## config.mk

```make
export PLATFORM = sky130hd
export DESIGN_NAME = query_term_coverage_scorer_core_flat
export DESIGN_NICKNAME = d
export VERILOG_FILES = /design/src/rtl/qtcs_pkg.sv /design/src/rtl/qtcs_if.sv /design/src/rtl/query_term_coverage_scorer_core.sv /design/src/rtl/qtcs_ram.sv /design/src/rtl/qtcs_fifo.sv /design/src/rtl/qtcs_front.sv /design/src/rtl/qtcs_back.sv /design/src/flat_wrapper.sv
export SDC_FILE = /design/constraint.sdc
export NUM_CORES = 2
export LEC_CHECK = 0
export BUFFER_PORTS_ARGS = -buffer_cell sky130_fd_sc_hd__buf_2
export CAP_MARGIN = 20
export CORE_UTILIZATION = 40
export DETAILED_ROUTE_END_ITERATION = 12
export PLACE_DENSITY = 0.65
export SYNTH_ARGS = -nofsm -noshare
export SYNTH_HDL_FRONTEND = slang
export SYNTH_SLANG_ARGS = --single-unit
export TNS_END_PERCENT = 30
```

## constraint.sdc

```tcl
create_clock -name clk_i -period 7.1 [get_ports clk_i]
set_input_delay 0 -clock clk_i [delete_from_list [all_inputs] [get_ports clk_i]]
set_output_delay 0 -clock clk_i [all_outputs]
set_load 0.01 [all_outputs]
```

## src/rtl/qtcs_pkg.sv

```systemverilog
// Package for the query term coverage scorer: item types, queue entry,
// back-end state encoding, ASCII helpers and default sizes.
// No dependencies; every other file of the block but qtcs_ram uses it.
`timescale 1ns / 1ps

package qtcs_pkg;

  localparam int unsigned MAX_TERMS_DEF      = 16;
  localparam int unsigned MAX_TERM_CHARS_DEF = 8;
  localparam int unsigned CHARS_W            = 64;
  localparam int unsigned QUEUE_DEPTH        = 4;
  localparam int unsigned COUNT_W            = 5;
  localparam int unsigned SCORE_W            = 17;
  localparam int unsigned FRAC_W             = 16;

  localparam logic CMD_QUERY = 1'b0;
  localparam logic CMD_DOC   = 1'b1;

  localparam logic [7:0] ASCII_0     = 8'h30;
  localparam logic [7:0] ASCII_9     = 8'h39;
  localparam logic [7:0] ASCII_UP_A  = 8'h41;
  localparam logic [7:0] ASCII_UP_Z  = 8'h5a;
  localparam logic [7:0] ASCII_LO_A  = 8'h61;
  localparam logic [7:0] ASCII_LO_Z  = 8'h7a;
  localparam logic [7:0] ASCII_UNDER = 8'h5f;
  localparam logic [7:0] CASE_OFFSET = 8'h20;

  typedef struct packed {
    logic       command;
    logic [7:0] text_byte;
    logic       last;
  } in_item_t;

  typedef struct packed {
    logic [COUNT_W-1:0] hit_count;
    logic [COUNT_W-1:0] term_count;
    logic [SCORE_W-1:0] score_q16;
    logic               passed;
    logic               query_error;
  } out_item_t;

  typedef struct packed {
    logic               new_query;
    logic               tok_valid;
    logic               tok_query;
    logic               tok_overlong;
    logic               doc_end;
    logic [CHARS_W-1:0] chars;
  } entry_t;

  typedef enum logic [2:0] {
    S_IDLE,
    S_TOKEN,
    S_READ,
    S_CMP,
    S_MISS,
    S_FINISH,
    S_DIV,
    S_OUT
  } back_state_e;

  function automatic logic is_token_char(input logic [7:0] c);
    return (c inside {[ASCII_0:ASCII_9], [ASCII_UP_A:ASCII_UP_Z],
                      [ASCII_LO_A:ASCII_LO_Z], ASCII_UNDER});
  endfunction

  function automatic logic [7:0] to_lower(input logic [7:0] c);
    return (c inside {[ASCII_UP_A:ASCII_UP_Z]}) ? c + CASE_OFFSET : c;
  endfunction

endpackage

```

## src/rtl/qtcs_if.sv

```systemverilog
// Valid/ready channel interfaces for the input and result items.
// Depends on qtcs_pkg for the payload types.
`timescale 1ns / 1ps

interface qtcs_in_if;
  logic               valid;
  logic               ready;
  qtcs_pkg::in_item_t payload;

  modport source (output valid, output payload, input ready);
  modport sink (input valid, input payload, output ready);
endinterface

interface qtcs_out_if;
  logic                valid;
  logic                ready;
  qtcs_pkg::out_item_t payload;

  modport source (output valid, output payload, input ready);
  modport sink (input valid, input payload, output ready);
endinterface

```

## src/rtl/query_term_coverage_scorer_core.sv

```systemverilog
// Top level of the query term coverage scorer: threshold register, front end,
// entry queue and back end. Depends on qtcs_pkg, qtcs_if, qtcs_front,
// qtcs_fifo and qtcs_back.
//
// Text enters on in_i, one byte per item, with command (query or document)
// and last. Each finished document gives one result item on out_o: hit
// count, term count, Q16 coverage score, pass flag and query error flag.
// The threshold is to be written through cfg_we_i and cfg_wdata_i only
// while idle; the user is bound by this, the block does not enforce it.
// The front end takes one byte per cycle as long as the four-entry queue
// has room. The back end searches the term store RAM one entry at a time
// for each queued token, reading and comparing each stored term, with a
// miss step when no stored term matches. A document end adds the
// restoring divider, one quotient bit per cycle (skipped when no term is
// stored), and then loads the result register.
// A stalled receiver holds the result in the output register; the back end
// then waits at its next result and the queue fills until in_i.ready drops.
// Reset empties the queue, clears the term count, flags and threshold; the
// term store needs no clearing, since only entries below the count are read.
`timescale 1ns / 1ps

module query_term_coverage_scorer_core #(
  parameter int unsigned MAX_TERMS      = qtcs_pkg::MAX_TERMS_DEF,
  parameter int unsigned MAX_TERM_CHARS = qtcs_pkg::MAX_TERM_CHARS_DEF
) (
  input  logic                         clk_i,
  input  logic                         rst_ni,
  qtcs_in_if.sink                      in_i,
  qtcs_out_if.source                   out_o,
  input  logic                         cfg_we_i,
  input  logic [qtcs_pkg::SCORE_W-1:0] cfg_wdata_i
);

  logic [qtcs_pkg::SCORE_W-1:0] threshold_q;
  logic                         push, full, pop, empty;
  qtcs_pkg::entry_t             push_data, pop_data;

  always_ff @(posedge clk_i or negedge rst_ni) begin
    if (!rst_ni) begin
      threshold_q <= '0;
    end else if (cfg_we_i) begin
      threshold_q <= cfg_wdata_i;
    end
  end

  qtcs_front #(
    .MAX_TERM_CHARS (MAX_TERM_CHARS)
  ) u_front (
    .clk_i   (clk_i),
    .rst_ni  (rst_ni),
    .in_i    (in_i),
    .push_o  (push),
    .entry_o (push_data),
    .full_i  (full)
  );

  qtcs_fifo u_fifo (
    .clk_i       (clk_i),
    .rst_ni      (rst_ni),
    .push_i      (push),
    .push_data_i (push_data),
    .full_o      (full),
    .pop_i       (pop),
    .pop_data_o  (pop_data),
    .empty_o     (empty)
  );

  qtcs_back #(
    .MAX_TERMS      (MAX_TERMS),
    .MAX_TERM_CHARS (MAX_TERM_CHARS)
  ) u_back (
    .clk_i       (clk_i),
    .rst_ni      (rst_ni),
    .empty_i     (empty),
    .entry_i     (pop_data),
    .pop_o       (pop),
    .threshold_i (threshold_q),
    .out_o       (out_o)
  );

endmodule

```

## src/rtl/qtcs_ram.sv

```systemverilog
// Generic single-write, single-read RAM with a registered read port.
// No dependencies.
`timescale 1ns / 1ps

module qtcs_ram #(
  parameter int unsigned WIDTH = 64,
  parameter int unsigned DEPTH = 16
) (
  input  logic                                   clk_i,
  input  logic                                   we_i,
  input  logic [(DEPTH > 1 ? $clog2(DEPTH) : 1)-1:0] waddr_i,
  input  logic [WIDTH-1:0]                       wdata_i,
  input  logic [(DEPTH > 1 ? $clog2(DEPTH) : 1)-1:0] raddr_i,
  output logic [WIDTH-1:0]                       rdata_o
);

  logic [WIDTH-1:0] mem_q [DEPTH];
  logic [WIDTH-1:0] rdata_q;

  always_ff @(posedge clk_i) begin
    if (we_i) begin
      mem_q[waddr_i] <= wdata_i;
    end
    rdata_q <= mem_q[raddr_i];
  end

  assign rdata_o = rdata_q;

endmodule

```

## src/rtl/qtcs_fifo.sv

```systemverilog
// Short queue of token entries between the front and back ends.
// Depends on qtcs_pkg for the entry type and depth.
`timescale 1ns / 1ps

module qtcs_fifo (
  input  logic             clk_i,
  input  logic             rst_ni,
  input  logic             push_i,
  input  qtcs_pkg::entry_t push_data_i,
  output logic             full_o,
  input  logic             pop_i,
  output qtcs_pkg::entry_t pop_data_o,
  output logic             empty_o
);

  localparam int unsigned DEPTH = qtcs_pkg::QUEUE_DEPTH;
  localparam int unsigned AW    = (DEPTH > 1) ? $clog2(DEPTH) : 1;
  localparam int unsigned NW    = $clog2(DEPTH + 1);

  qtcs_pkg::entry_t store_q [DEPTH];
  logic [AW-1:0]    wptr_q, wptr_d;
  logic [AW-1:0]    rptr_q, rptr_d;
  logic [NW-1:0]    num_q, num_d;
  logic             do_push, do_pop;

  assign full_o     = (num_q == NW'(DEPTH));
  assign empty_o    = (num_q == '0);
  assign do_push    = push_i && !full_o;
  assign do_pop     = pop_i && !empty_o;
  assign pop_data_o = store_q[rptr_q];

  always_comb begin
    wptr_d = wptr_q;
    rptr_d = rptr_q;
    num_d  = num_q;
    if (do_push) begin
      wptr_d = (wptr_q == AW'(DEPTH - 1)) ? '0 : wptr_q + 1'b1;
    end
    if (do_pop) begin
      rptr_d = (rptr_q == AW'(DEPTH - 1)) ? '0 : rptr_q + 1'b1;
    end
    if (do_push && !do_pop) begin
      num_d = num_q + 1'b1;
    end else if (do_pop && !do_push) begin
      num_d = num_q - 1'b1;
    end
  end

  always_ff @(posedge clk_i or negedge rst_ni) begin
    if (!rst_ni) begin
      wptr_q <= '0;
      rptr_q <= '0;
      num_q  <= '0;
    end else begin
      wptr_q <= wptr_d;
      rptr_q <= rptr_d;
      num_q  <= num_d;
    end
  end

  always_ff @(posedge clk_i) begin
    if (do_push) begin
      store_q[wptr_q] <= push_data_i;
    end
  end

endmodule

```

## src/rtl/qtcs_front.sv

```systemverilog
// Front end: accepts text items, builds lower-cased tokens and queues
// token, new-query and document-end entries. Depends on qtcs_pkg, qtcs_if.
`timescale 1ns / 1ps

module qtcs_front #(
  parameter int unsigned MAX_TERM_CHARS = qtcs_pkg::MAX_TERM_CHARS_DEF
) (
  input  logic             clk_i,
  input  logic             rst_ni,
  qtcs_in_if.sink          in_i,
  output logic             push_o,
  output qtcs_pkg::entry_t entry_o,
  input  logic             full_i
);

  localparam int unsigned TW      = 8 * MAX_TERM_CHARS;
  localparam int unsigned LW      = $clog2(MAX_TERM_CHARS + 2);
  localparam int unsigned CHARS_W = qtcs_pkg::CHARS_W;

  logic [TW-1:0] tok_q, tok_d;
  logic [LW-1:0] len_q, len_d;
  logic          open_q, open_d;

  logic          accept, is_tc, restart, finish;
  logic [7:0]    lc;
  logic [TW-1:0] base_chars, app_chars, cand_chars;
  logic [LW-1:0] base_len, app_len, cand_len;

  assign in_i.ready = !full_i;
  assign accept     = in_i.valid && !full_i;
  assign is_tc      = qtcs_pkg::is_token_char(in_i.payload.text_byte);
  assign lc         = qtcs_pkg::to_lower(in_i.payload.text_byte);
  assign finish     = !is_tc || in_i.payload.last;
  assign restart    = (in_i.payload.command == qtcs_pkg::CMD_QUERY) ? !open_q : open_q;

  always_comb begin
    base_chars = restart ? '0 : tok_q;
    base_len   = restart ? '0 : len_q;
    app_chars  = base_chars;
    for (int b = 0; b < int'(MAX_TERM_CHARS); b++) begin
      if (base_len == LW'(b)) begin
        app_chars[8*b +: 8] = lc;
      end
    end
    app_len    = (base_len > LW'(MAX_TERM_CHARS)) ? base_len : base_len + 1'b1;
    cand_chars = is_tc ? app_chars : base_chars;
    cand_len   = is_tc ? app_len : base_len;
  end

  always_comb begin
    entry_o = '0;
    open_d  = open_q;
    tok_d   = tok_q;
    len_d   = len_q;
    if (in_i.payload.command == qtcs_pkg::CMD_QUERY) begin
      entry_o.new_query    = !open_q;
      entry_o.tok_valid    = finish && (cand_len >= LW'(2));
      entry_o.tok_query    = 1'b1;
      entry_o.tok_overlong = (cand_len > LW'(MAX_TERM_CHARS));
      entry_o.chars        = CHARS_W'(cand_chars);
      open_d               = !in_i.payload.last;
    end else begin
      entry_o.doc_end = in_i.payload.last;
      if (open_q) begin
        entry_o.tok_valid    = (len_q >= LW'(2));
        entry_o.tok_query    = 1'b1;
        entry_o.tok_overlong = (len_q > LW'(MAX_TERM_CHARS));
        entry_o.chars        = CHARS_W'(tok_q);
      end else begin
        entry_o.tok_valid = finish && (cand_len >= LW'(2)) &&
                            (cand_len <= LW'(MAX_TERM_CHARS));
        entry_o.chars     = CHARS_W'(cand_chars);
      end
      open_d = 1'b0;
    end
    tok_d = finish ? '0 : app_chars;
    len_d = finish ? '0 : app_len;
    if (!accept) begin
      open_d = open_q;
      tok_d  = tok_q;
      len_d  = len_q;
    end
  end

  assign push_o = accept && (entry_o.new_query || entry_o.tok_valid || entry_o.doc_end);

  always_ff @(posedge clk_i or negedge rst_ni) begin
    if (!rst_ni) begin
      tok_q  <= '0;
      len_q  <= '0;
      open_q <= 1'b0;
    end else begin
      tok_q  <= tok_d;
      len_q  <= len_d;
      open_q <= open_d;
    end
  end

endmodule

```

## src/rtl/qtcs_back.sv

```systemverilog
// Back end: searches and fills the term store, marks hits, divides for the
// score and holds the result register. Depends on qtcs_pkg, qtcs_if, qtcs_ram.
`timescale 1ns / 1ps

module qtcs_back #(
  parameter int unsigned MAX_TERMS      = qtcs_pkg::MAX_TERMS_DEF,
  parameter int unsigned MAX_TERM_CHARS = qtcs_pkg::MAX_TERM_CHARS_DEF
) (
  input  logic                          clk_i,
  input  logic                          rst_ni,
  input  logic                          empty_i,
  input  qtcs_pkg::entry_t              entry_i,
  output logic                          pop_o,
  input  logic [qtcs_pkg::SCORE_W-1:0]  threshold_i,
  qtcs_out_if.source                    out_o
);

  localparam int unsigned TW      = 8 * MAX_TERM_CHARS;
  localparam int unsigned IW      = (MAX_TERMS > 1) ? $clog2(MAX_TERMS) : 1;
  localparam int unsigned CW      = $clog2(MAX_TERMS + 1);
  localparam int unsigned FRAC_W  = qtcs_pkg::FRAC_W;
  localparam int unsigned NW      = CW + FRAC_W;
  localparam int unsigned DW      = $clog2(NW + 1);
  localparam int unsigned SCORE_W = qtcs_pkg::SCORE_W;
  localparam int unsigned COUNT_W = qtcs_pkg::COUNT_W;

  qtcs_pkg::back_state_e state_q, state_d;
  qtcs_pkg::entry_t      ent_q, ent_d;
  logic [CW-1:0]         stored_q, stored_d;
  logic                  err_q, err_d;
  logic [MAX_TERMS-1:0]  marks_q, marks_d;
  logic [CW-1:0]         hits_q, hits_d;
  logic [IW-1:0]         idx_q, idx_d;
  logic [NW-1:0]         num_q, num_d;
  logic [CW:0]           rem_q, rem_d;
  logic [NW-1:0]         quo_q, quo_d;
  logic [DW-1:0]         dcnt_q, dcnt_d;
  logic                  out_valid_q, out_valid_d;
  qtcs_pkg::out_item_t   out_q, out_d;

  logic                  ram_we;
  logic [TW-1:0]         ram_rdata;
  logic [CW:0]           shifted;
  logic [SCORE_W-1:0]    score;

  qtcs_ram #(
    .WIDTH (TW),
    .DEPTH (MAX_TERMS)
  ) u_term_ram (
    .clk_i   (clk_i),
    .we_i    (ram_we),
    .waddr_i (stored_q[IW-1:0]),
    .wdata_i (ent_q.chars[TW-1:0]),
    .raddr_i (idx_q),
    .rdata_o (ram_rdata)
  );

  assign shifted     = {rem_q[CW-1:0], num_q[NW-1]};
  assign score       = quo_q[SCORE_W-1:0];
  assign out_o.valid   = out_valid_q;
  assign out_o.payload = out_q;

  always_comb begin
    state_d     = state_q;
    ent_d       = ent_q;
    stored_d    = stored_q;
    err_d       = err_q;
    marks_d     = marks_q;
    hits_d      = hits_q;
    idx_d       = idx_q;
    num_d       = num_q;
    rem_d       = rem_q;
    quo_d       = quo_q;
    dcnt_d      = dcnt_q;
    out_d       = out_q;
    out_valid_d = out_valid_q && !out_o.ready;
    pop_o       = 1'b0;
    ram_we      = 1'b0;

    case (state_q)
      qtcs_pkg::S_IDLE: begin
        if (!empty_i) begin
          pop_o   = 1'b1;
          ent_d   = entry_i;
          state_d = qtcs_pkg::S_TOKEN;
          if (entry_i.new_query) begin
            stored_d = '0;
            err_d    = 1'b0;
            marks_d  = '0;
            hits_d   = '0;
          end
        end
      end
      qtcs_pkg::S_TOKEN: begin
        idx_d = '0;
        if (!ent_q.tok_valid) begin
          state_d = qtcs_pkg::S_FINISH;
        end else if (ent_q.tok_query && ent_q.tok_overlong) begin
          err_d   = 1'b1;
          state_d = qtcs_pkg::S_FINISH;
        end else if (stored_q == '0) begin
          state_d = qtcs_pkg::S_MISS;
        end else begin
          state_d = qtcs_pkg::S_READ;
        end
      end
      qtcs_pkg::S_READ: begin
        state_d = qtcs_pkg::S_CMP;
      end
      qtcs_pkg::S_CMP: begin
        if (ram_rdata == ent_q.chars[TW-1:0]) begin
          if (!ent_q.tok_query && !marks_q[idx_q]) begin
            marks_d[idx_q] = 1'b1;
            hits_d         = hits_q + 1'b1;
          end
          state_d = qtcs_pkg::S_FINISH;
        end else if (CW'(idx_q) + 1'b1 == stored_q) begin
          state_d = qtcs_pkg::S_MISS;
        end else begin
          idx_d   = idx_q + 1'b1;
          state_d = qtcs_pkg::S_READ;
        end
      end
      qtcs_pkg::S_MISS: begin
        if (ent_q.tok_query) begin
          if (stored_q < CW'(MAX_TERMS)) begin
            ram_we   = 1'b1;
            stored_d = stored_q + 1'b1;
          end else begin
            err_d = 1'b1;
          end
        end
        state_d = qtcs_pkg::S_FINISH;
      end
      qtcs_pkg::S_FINISH: begin
        if (!ent_q.doc_end) begin
          state_d = qtcs_pkg::S_IDLE;
        end else if (stored_q == '0) begin
          quo_d   = '0;
          state_d = qtcs_pkg::S_OUT;
        end else begin
          num_d   = {hits_q, FRAC_W'(0)};
          rem_d   = '0;
          quo_d   = '0;
          dcnt_d  = DW'(NW);
          state_d = qtcs_pkg::S_DIV;
        end
      end
      qtcs_pkg::S_DIV: begin
        num_d = {num_q[NW-2:0], 1'b0};
        if (shifted >= {1'b0, stored_q}) begin
          rem_d = shifted - {1'b0, stored_q};
          quo_d = {quo_q[NW-2:0], 1'b1};
        end else begin
          rem_d = shifted;
          quo_d = {quo_q[NW-2:0], 1'b0};
        end
        dcnt_d = dcnt_q - 1'b1;
        if (dcnt_q == DW'(1)) begin
          state_d = qtcs_pkg::S_OUT;
        end
      end
      qtcs_pkg::S_OUT: begin
        if (!out_valid_q || out_o.ready) begin
          out_valid_d       = 1'b1;
          out_d.hit_count   = COUNT_W'(hits_q);
          out_d.term_count  = COUNT_W'(stored_q);
          out_d.score_q16   = score;
          out_d.passed      = (stored_q != '0) && (score >= threshold_i);
          out_d.query_error = err_q;
          marks_d           = '0;
          hits_d            = '0;
          state_d           = qtcs_pkg::S_IDLE;
        end
      end
      default: begin
        state_d = qtcs_pkg::S_IDLE;
      end
    endcase
  end

  always_ff @(posedge clk_i or negedge rst_ni) begin
    if (!rst_ni) begin
      state_q     <= qtcs_pkg::S_IDLE;
      stored_q    <= '0;
      err_q       <= 1'b0;
      marks_q     <= '0;
      hits_q      <= '0;
      idx_q       <= '0;
      dcnt_q      <= '0;
      out_valid_q <= 1'b0;
    end else begin
      state_q     <= state_d;
      stored_q    <= stored_d;
      err_q       <= err_d;
      marks_q     <= marks_d;
      hits_q      <= hits_d;
      idx_q       <= idx_d;
      dcnt_q      <= dcnt_d;
      out_valid_q <= out_valid_d;
    end
  end

  always_ff @(posedge clk_i) begin
    ent_q <= ent_d;
    num_q <= num_d;
    rem_q <= rem_d;
    quo_q <= quo_d;
    out_q <= out_d;
  end

endmodule

```

## src/flat_wrapper.sv

```systemverilog
// flat-port wrapper written by rule: the top's interface ports become plain ports
module query_term_coverage_scorer_core_flat 
#(
  parameter int unsigned MAX_TERMS      = qtcs_pkg::MAX_TERMS_DEF,
  parameter int unsigned MAX_TERM_CHARS = qtcs_pkg::MAX_TERM_CHARS_DEF
)
  (clk_i, rst_ni, cfg_we_i, cfg_wdata_i, in_i_valid, in_i_payload, in_i_ready, out_o_valid, out_o_payload, out_o_ready);
  qtcs_in_if in_i_i ();
  qtcs_out_if out_o_i ();
  input  logic clk_i;
  input  logic rst_ni;
  input  logic cfg_we_i;
  input  logic [qtcs_pkg::SCORE_W-1:0] cfg_wdata_i;
  input wire logic [$bits(in_i_i.valid)-1:0] in_i_valid;
  input wire logic [$bits(in_i_i.payload)-1:0] in_i_payload;
  output wire logic [$bits(in_i_i.ready)-1:0] in_i_ready;
  output wire logic [$bits(out_o_i.valid)-1:0] out_o_valid;
  output wire logic [$bits(out_o_i.payload)-1:0] out_o_payload;
  input wire logic [$bits(out_o_i.ready)-1:0] out_o_ready;
  assign in_i_i.valid = in_i_valid;
  assign in_i_i.payload = in_i_payload;
  assign in_i_ready = in_i_i.ready;
  assign out_o_valid = out_o_i.valid;
  assign out_o_payload = out_o_i.payload;
  assign out_o_i.ready = out_o_ready;
  query_term_coverage_scorer_core #(.MAX_TERMS(MAX_TERMS), .MAX_TERM_CHARS(MAX_TERM_CHARS)) u_core (.clk_i(clk_i), .rst_ni(rst_ni), .in_i(in_i_i), .out_o(out_o_i), .cfg_we_i(cfg_we_i), .cfg_wdata_i(cfg_wdata_i));
endmodule
```

==> results <==
- The run finished with clean final reports.
- The number of global-route vias before repair is 30,200.
- The floorplan step defined a core boundary enclosing 0.154 sq mm.
- The detailed router placed 29,400 vias in this run.
- The library cell contributing the largest single delay on the critical path is sky130_fd_sc_hd__and2_4.
- From synthesis to final layout, the design area changed by 14.5%.
- Clock-pin slew was measured on the worst setup and hold paths at 60 ps.
- 0 antenna diodes ended up in the layout.
- The type of the tightest min-delay check is in2reg.
- A synthesized cell averages 21.1 sq um.
- The worst setup path is captured at a flop.
- The worst hold path passes through 4 cells.
- Setup repair after global routing left no endpoint under its margin.
- Counting both buffers and inverters, the worst setup path holds a total of 3.
- Cell internal power was estimated by the tool at 18,600 uW.
- The total power divided by cell area is 358 mW/mm^2.
- The worst register-to-register path has a depth of 13.
- The average vias per placed instance is 5.49.
- The switching power is 6830 uW.
- Setup violations remaining at the end of the flow were counted as 0.
- After detailed routing, the total wire length is 132,000 um.
- The element type at the critical path start is a flop.
- During placement, the flow inserted port buffers numbering 62.
- The endpoint identified for the worst register-to-register timing path is u_core.u_fifo.store_q[1][0]$_DFFE_PP_.
- Summing every instance area after synthesis gives 0.0622 sq mm.
- In this run the register-to-register setup slack is 2200 ps.
- The share of total power in the clock network is 0.330.
- Gates resized during post-CTS repair numbered 0.
- The global router's overall resource usage is 0.169.
- The setup TNS is 0 ps.
- The post-detailed-route DRC marker count is 0.
- The floorplan step defined a die boundary enclosing 0.157 sq mm.
- The number of nets with antenna violations after detailed routing is 0.
- In this run the most critical hold path is launched from out_o_ready.
- The root buffer cell chosen for the clock tree is sky130_fd_sc_hd__clkbuf_16.
- The worst-case clock skew is 22.0 ps.
- Prior to clock tree synthesis, the placed netlist has a worst setup slack of 2220 ps.
- Walking the worst path, the cells encountered are inv_1, ha_1, nand2_1, inv_1, ha_1, nand4b_4, o32ai_1, a21oi_1, or3_1, a311o_1, a31oi_4, and2_4, buf_4.
- The initial utilization of the core area, before any placement, comes to 0.403.
- The fraction of final layout cells with drive strength greater than 1 is 0.241.
- After synthesis, the share of flip-flops with an asynchronous set or reset is 0.0820.
- The design draws 25,500 uW.
- The final layout contains 3,260 nets.
- In this run, post-CTS hold repair placed 84 buffers.
- The count of final max-slew check failures is 0.
- In the post-route analysis, the smallest setup slack over all paths is 2200 ps.
- The synthesized netlist cell count is 2,948.
- For this design the static power due to leakage is 0.0233 uW.
- The transition time at the pin with the least slew margin is 1090 ps.
- The post-synth net total is 3,029.
- The initial antenna violation count is 13.
- TritonCTS built the clock tree.
- The maximum clock insertion buffer count is 3.
- The number of synthesized register bits is 1,621.
- Counting the buffers created by CTS gives 163.
- The proportion of netlist area held by the largest area contributor is 0.688.
- The clock period could shrink to 4900 ps.
- The row count is 144.
- The share of the Yosys chip area taken by registers is 0.762.
- The post-CTS repair timing setup buffer count is 0.
- After detailed routing, the average wire length per cell comes to 24.6 um.
- The clock sink total is 1,621.
- The latest clock arrival within the worst-skew pair is 770 ps.
- By area the synthesized netlist is led by sky130_fd_sc_hd__edfxtp_1 69%, sky130_fd_sc_hd__mux4_2 14%, sky130_fd_sc_hd__dfrtp_1 5.4%, sky130_fd_sc_hd__dfxtp_1 2.1%, sky130_fd_sc_hd__a22o_1 1.5%.
- The proportion of power drawn by combinational gates is 0.173.
- The dominant delay contributor by cell family on the critical path is simple AND/OR/NAND/NOR gates.
- In this run the tightest slew margin relative to its limit is 0.269.
- The first TritonRoute pass finished after 7 iterations.
- The post-DP HPWL is 74,000 um.
- The H-tree was split into 4 levels.
- The fmax is 204 MHz.
- For this block, the initial DRC count from the detailed router was 2,843.
- The start-to-end type of the worst setup path is reg2reg.
- The first global-routing pass estimated 198,000 um of wire.
- Data on the critical path arrives at its endpoint at 5330 ps.
- Among all flip-flop cells after synthesis, the most frequent one is sky130_fd_sc_hd__edfxtp_1.
- The die height is 396 um.
- The worst hold path terminates at u_core.u_back.out_o.valid$_DFF_PN0_.
- In this design, the stage delay of the slowest critical-path cell is 720 ps.
- For the worst setup path, the data required time is 7530 ps.
- At the end of routability-driven placement, the weighted congestion stood at 0.797.
- During synthesis, Yosys emitted a total of 0 warnings.
- The final hold violation count is 0.
- The worst-case vdd ir drop is 0.267 mV.
- The number of flops mapped to enable cells by yosys is 1,424.
- For this run the aggregate overflow at the end of global routing stands at 0.
- The worst reg2reg path startpoint is u_core.u_front.open_q$_DFFE_PN0P_.
- From left edge to right edge, the die measures 396 um.
- Of all cell types, the one taking the most synthesized area is sky130_fd_sc_hd__edfxtp_1.
- 63 I/O pins were placed.
- The worst-path maximum fanout is 49.
- The share of total power dissipated in sequential elements is 0.496.
- The number of max-capacitance violations reported is 0.
- Entering global routing, the biggest net connects 107 pins.
- The switching share of total power is 0.268.
- The final worst-path cycle share is 0.690.
- The distinct cell type count of the synthesized netlist is 68.
## power by group through the flow
stage	sequential, uW	combinational, uW	clock, uW
after floorplan	12400	3240	0
after global placement	12800	4390	0
after detailed placement	12800	4420	0
after CTS	12700	4480	8560
after global routing	12800	4750	8920
final	12600	4410	8410
## how the worst max path moves through the flow
stage / start / end / cells after the start
6_report: u_core.u_front.open_q$_DFFE_PN0P_ / u_core.u_fifo.store_q[1][0]$_DFFE_PP_ / 13
5_1_grt: u_core.u_front.open_q$_DFFE_PN0P_ / u_core.u_fifo.store_q[1][0]$_DFFE_PP_ / 13
4_1_cts: u_core.u_front.open_q$_DFFE_PN0P_ / u_core.u_fifo.store_q[1][0]$_DFFE_PP_ / 13
3_5_place_dp: u_core.u_front.open_q$_DFFE_PN0P_ / u_core.u_fifo.store_q[1][0]$_DFFE_PP_ / 13
3_3_place_gp: u_core.u_front.open_q$_DFFE_PN0P_ / u_core.u_fifo.store_q[0][56]$_DFFE_PP_ / 13
2_1_floorplan: u_core.u_back.state_q[2]$_DFFE_PN0P_ / u_core.u_back.u_term_ram.mem_q[0][0]$_DFFE_PP_ / 6
## worst reg2reg max path: stages (launching register included)
cell                       delay [ps]
sky130_fd_sc_hd__dfrtp_1          390
sky130_fd_sc_hd__inv_1            100
sky130_fd_sc_hd__ha_1             700
sky130_fd_sc_hd__nand2_1          230
sky130_fd_sc_hd__inv_1            130
sky130_fd_sc_hd__ha_1             330
sky130_fd_sc_hd__nand4b_4         210
sky130_fd_sc_hd__o32ai_1          190
sky130_fd_sc_hd__a21oi_1          110
sky130_fd_sc_hd__or3_1            350
sky130_fd_sc_hd__a311o_1          360
sky130_fd_sc_hd__a31oi_4          260
sky130_fd_sc_hd__and2_4           720
sky130_fd_sc_hd__buf_4            470
## layer usage
| metal | vias to the layer above | share of wire | track usage |
|---|---|---|---|
| li1 | 12600 | - | - |
| met1 | 15700 | 0.43 | 0.240 |
| met2 | 920 | 0.48 | 0.266 |
| met3 | 176 | 0.065 | 0.0348 |
| met4 | 2 | 0.021 | 0.0471 |
| met5 | - | 0.000098 | 0 |
## cell usage after synthesis, types with 31 or more instances
library cell	count
sky130_fd_sc_hd__edfxtp_1	1424
sky130_fd_sc_hd__mux4_2	393
sky130_fd_sc_hd__dfrtp_1	133
sky130_fd_sc_hd__nand2_1	117
sky130_fd_sc_hd__a22o_1	107
sky130_fd_sc_hd__clkbuf_1	81
sky130_fd_sc_hd__o21ai_0	76
sky130_fd_sc_hd__xor2_1	70
sky130_fd_sc_hd__dfxtp_1	64
sky130_fd_sc_hd__nor2_1	64
sky130_fd_sc_hd__inv_1	49
sky130_fd_sc_hd__ha_1	47
sky130_fd_sc_hd__buf_2	31
## flip-flops by register name (all words and copies together), names as in the netlist
register / flops
u_core.u_back.u_term_ram.mem_q: 1024
u_core.u_fifo.store_q: 276
u_core.u_back.ent_q: 68
u_core.u_back.u_term_ram.rdata_o: 64
u_core.u_front.tok_q: 64
u_core.u_back.out_o.payload: 29
u_core.threshold_q: 17
u_core.u_back.quo_q: 17
u_core.u_back.marks_q: 16
u_core.u_back.dcnt_q: 5
u_core.u_back.hits_q: 5
u_core.u_back.num_q: 5
u_core.u_back.rem_q: 5
u_core.u_back.stored_q: 5
u_core.u_back.idx_q: 4
u_core.u_front.len_q: 4
u_core.u_back.state_q: 3
u_core.u_fifo.num_q: 3
u_core.u_fifo.rptr_q: 2
u_core.u_fifo.wptr_q: 2
u_core.u_back.err_q: 1
u_core.u_back.out_o.valid: 1
u_core.u_front.open_q: 1
## placed cells by master (no fill, tap or decap), drive strengths merged, types with 11 or more instances in the layout
master	n
a21oi	20
a22o	107
and3	18
buf	116
bufinv	11
clkbuf	225
clkinv	55
dfrtp	133
dfxtp	64
dlygate4sd3	83
edfxtp	1424
ha	47
inv	55
mux4	393
nand2	117
nand3	26
nand4	12
nor2	73
nor3	20
nor4	20
o21ai	86
xor2	70
## stage by stage
| step | hold WS (ps) | cells | cell area [sq um] | utilization |
|---|---|---|---|---|
| 4_1_cts | 73.0 | 5357 | 71200 | 0.462 |
| 2_1_floorplan | -296 | 2948 | 62200 | - |
| 6_report | 124 | 5357 | 71200 | 0.462 |
| 3_5_place_dp | 56.6 | 4974 | 65100 | 0.422 |
| 3_3_place_gp | 61.7 | 4974 | 65100 | 0.422 |
| 5_1_grt | 118 | 5357 | 71200 | 0.462 |
## cells by family (layout without fill, tap and decap cells)
group / count (synthesis) / after routing / share of synthesized area
XOR/XNOR: 80 / 80 / 0.0113
adder cells (fa/ha/maj): 49 / 49 / 0.0101
buffers and inverters: 182 / 547 / 0.0123
AND/OR/NAND/NOR: 330 / 330 / 0.0274
multiplexers: 403 / 403 / 0.144
AO/OA/AOI/OAI: 283 / 283 / 0.0331
flip-flops: 1621 / 1621 / 0.762
## cell type report
cell class              count  area (sq um)
repair buffers            199          1620
flip-flops and latches   1621         47400
clock buffers             225          4560
inverters                  49           185
clock inverters            74           701
multi-input cells        1145         14200
fillers                 12700         83000
well taps                2044          2560
Power figures use the tool's default switching activity.
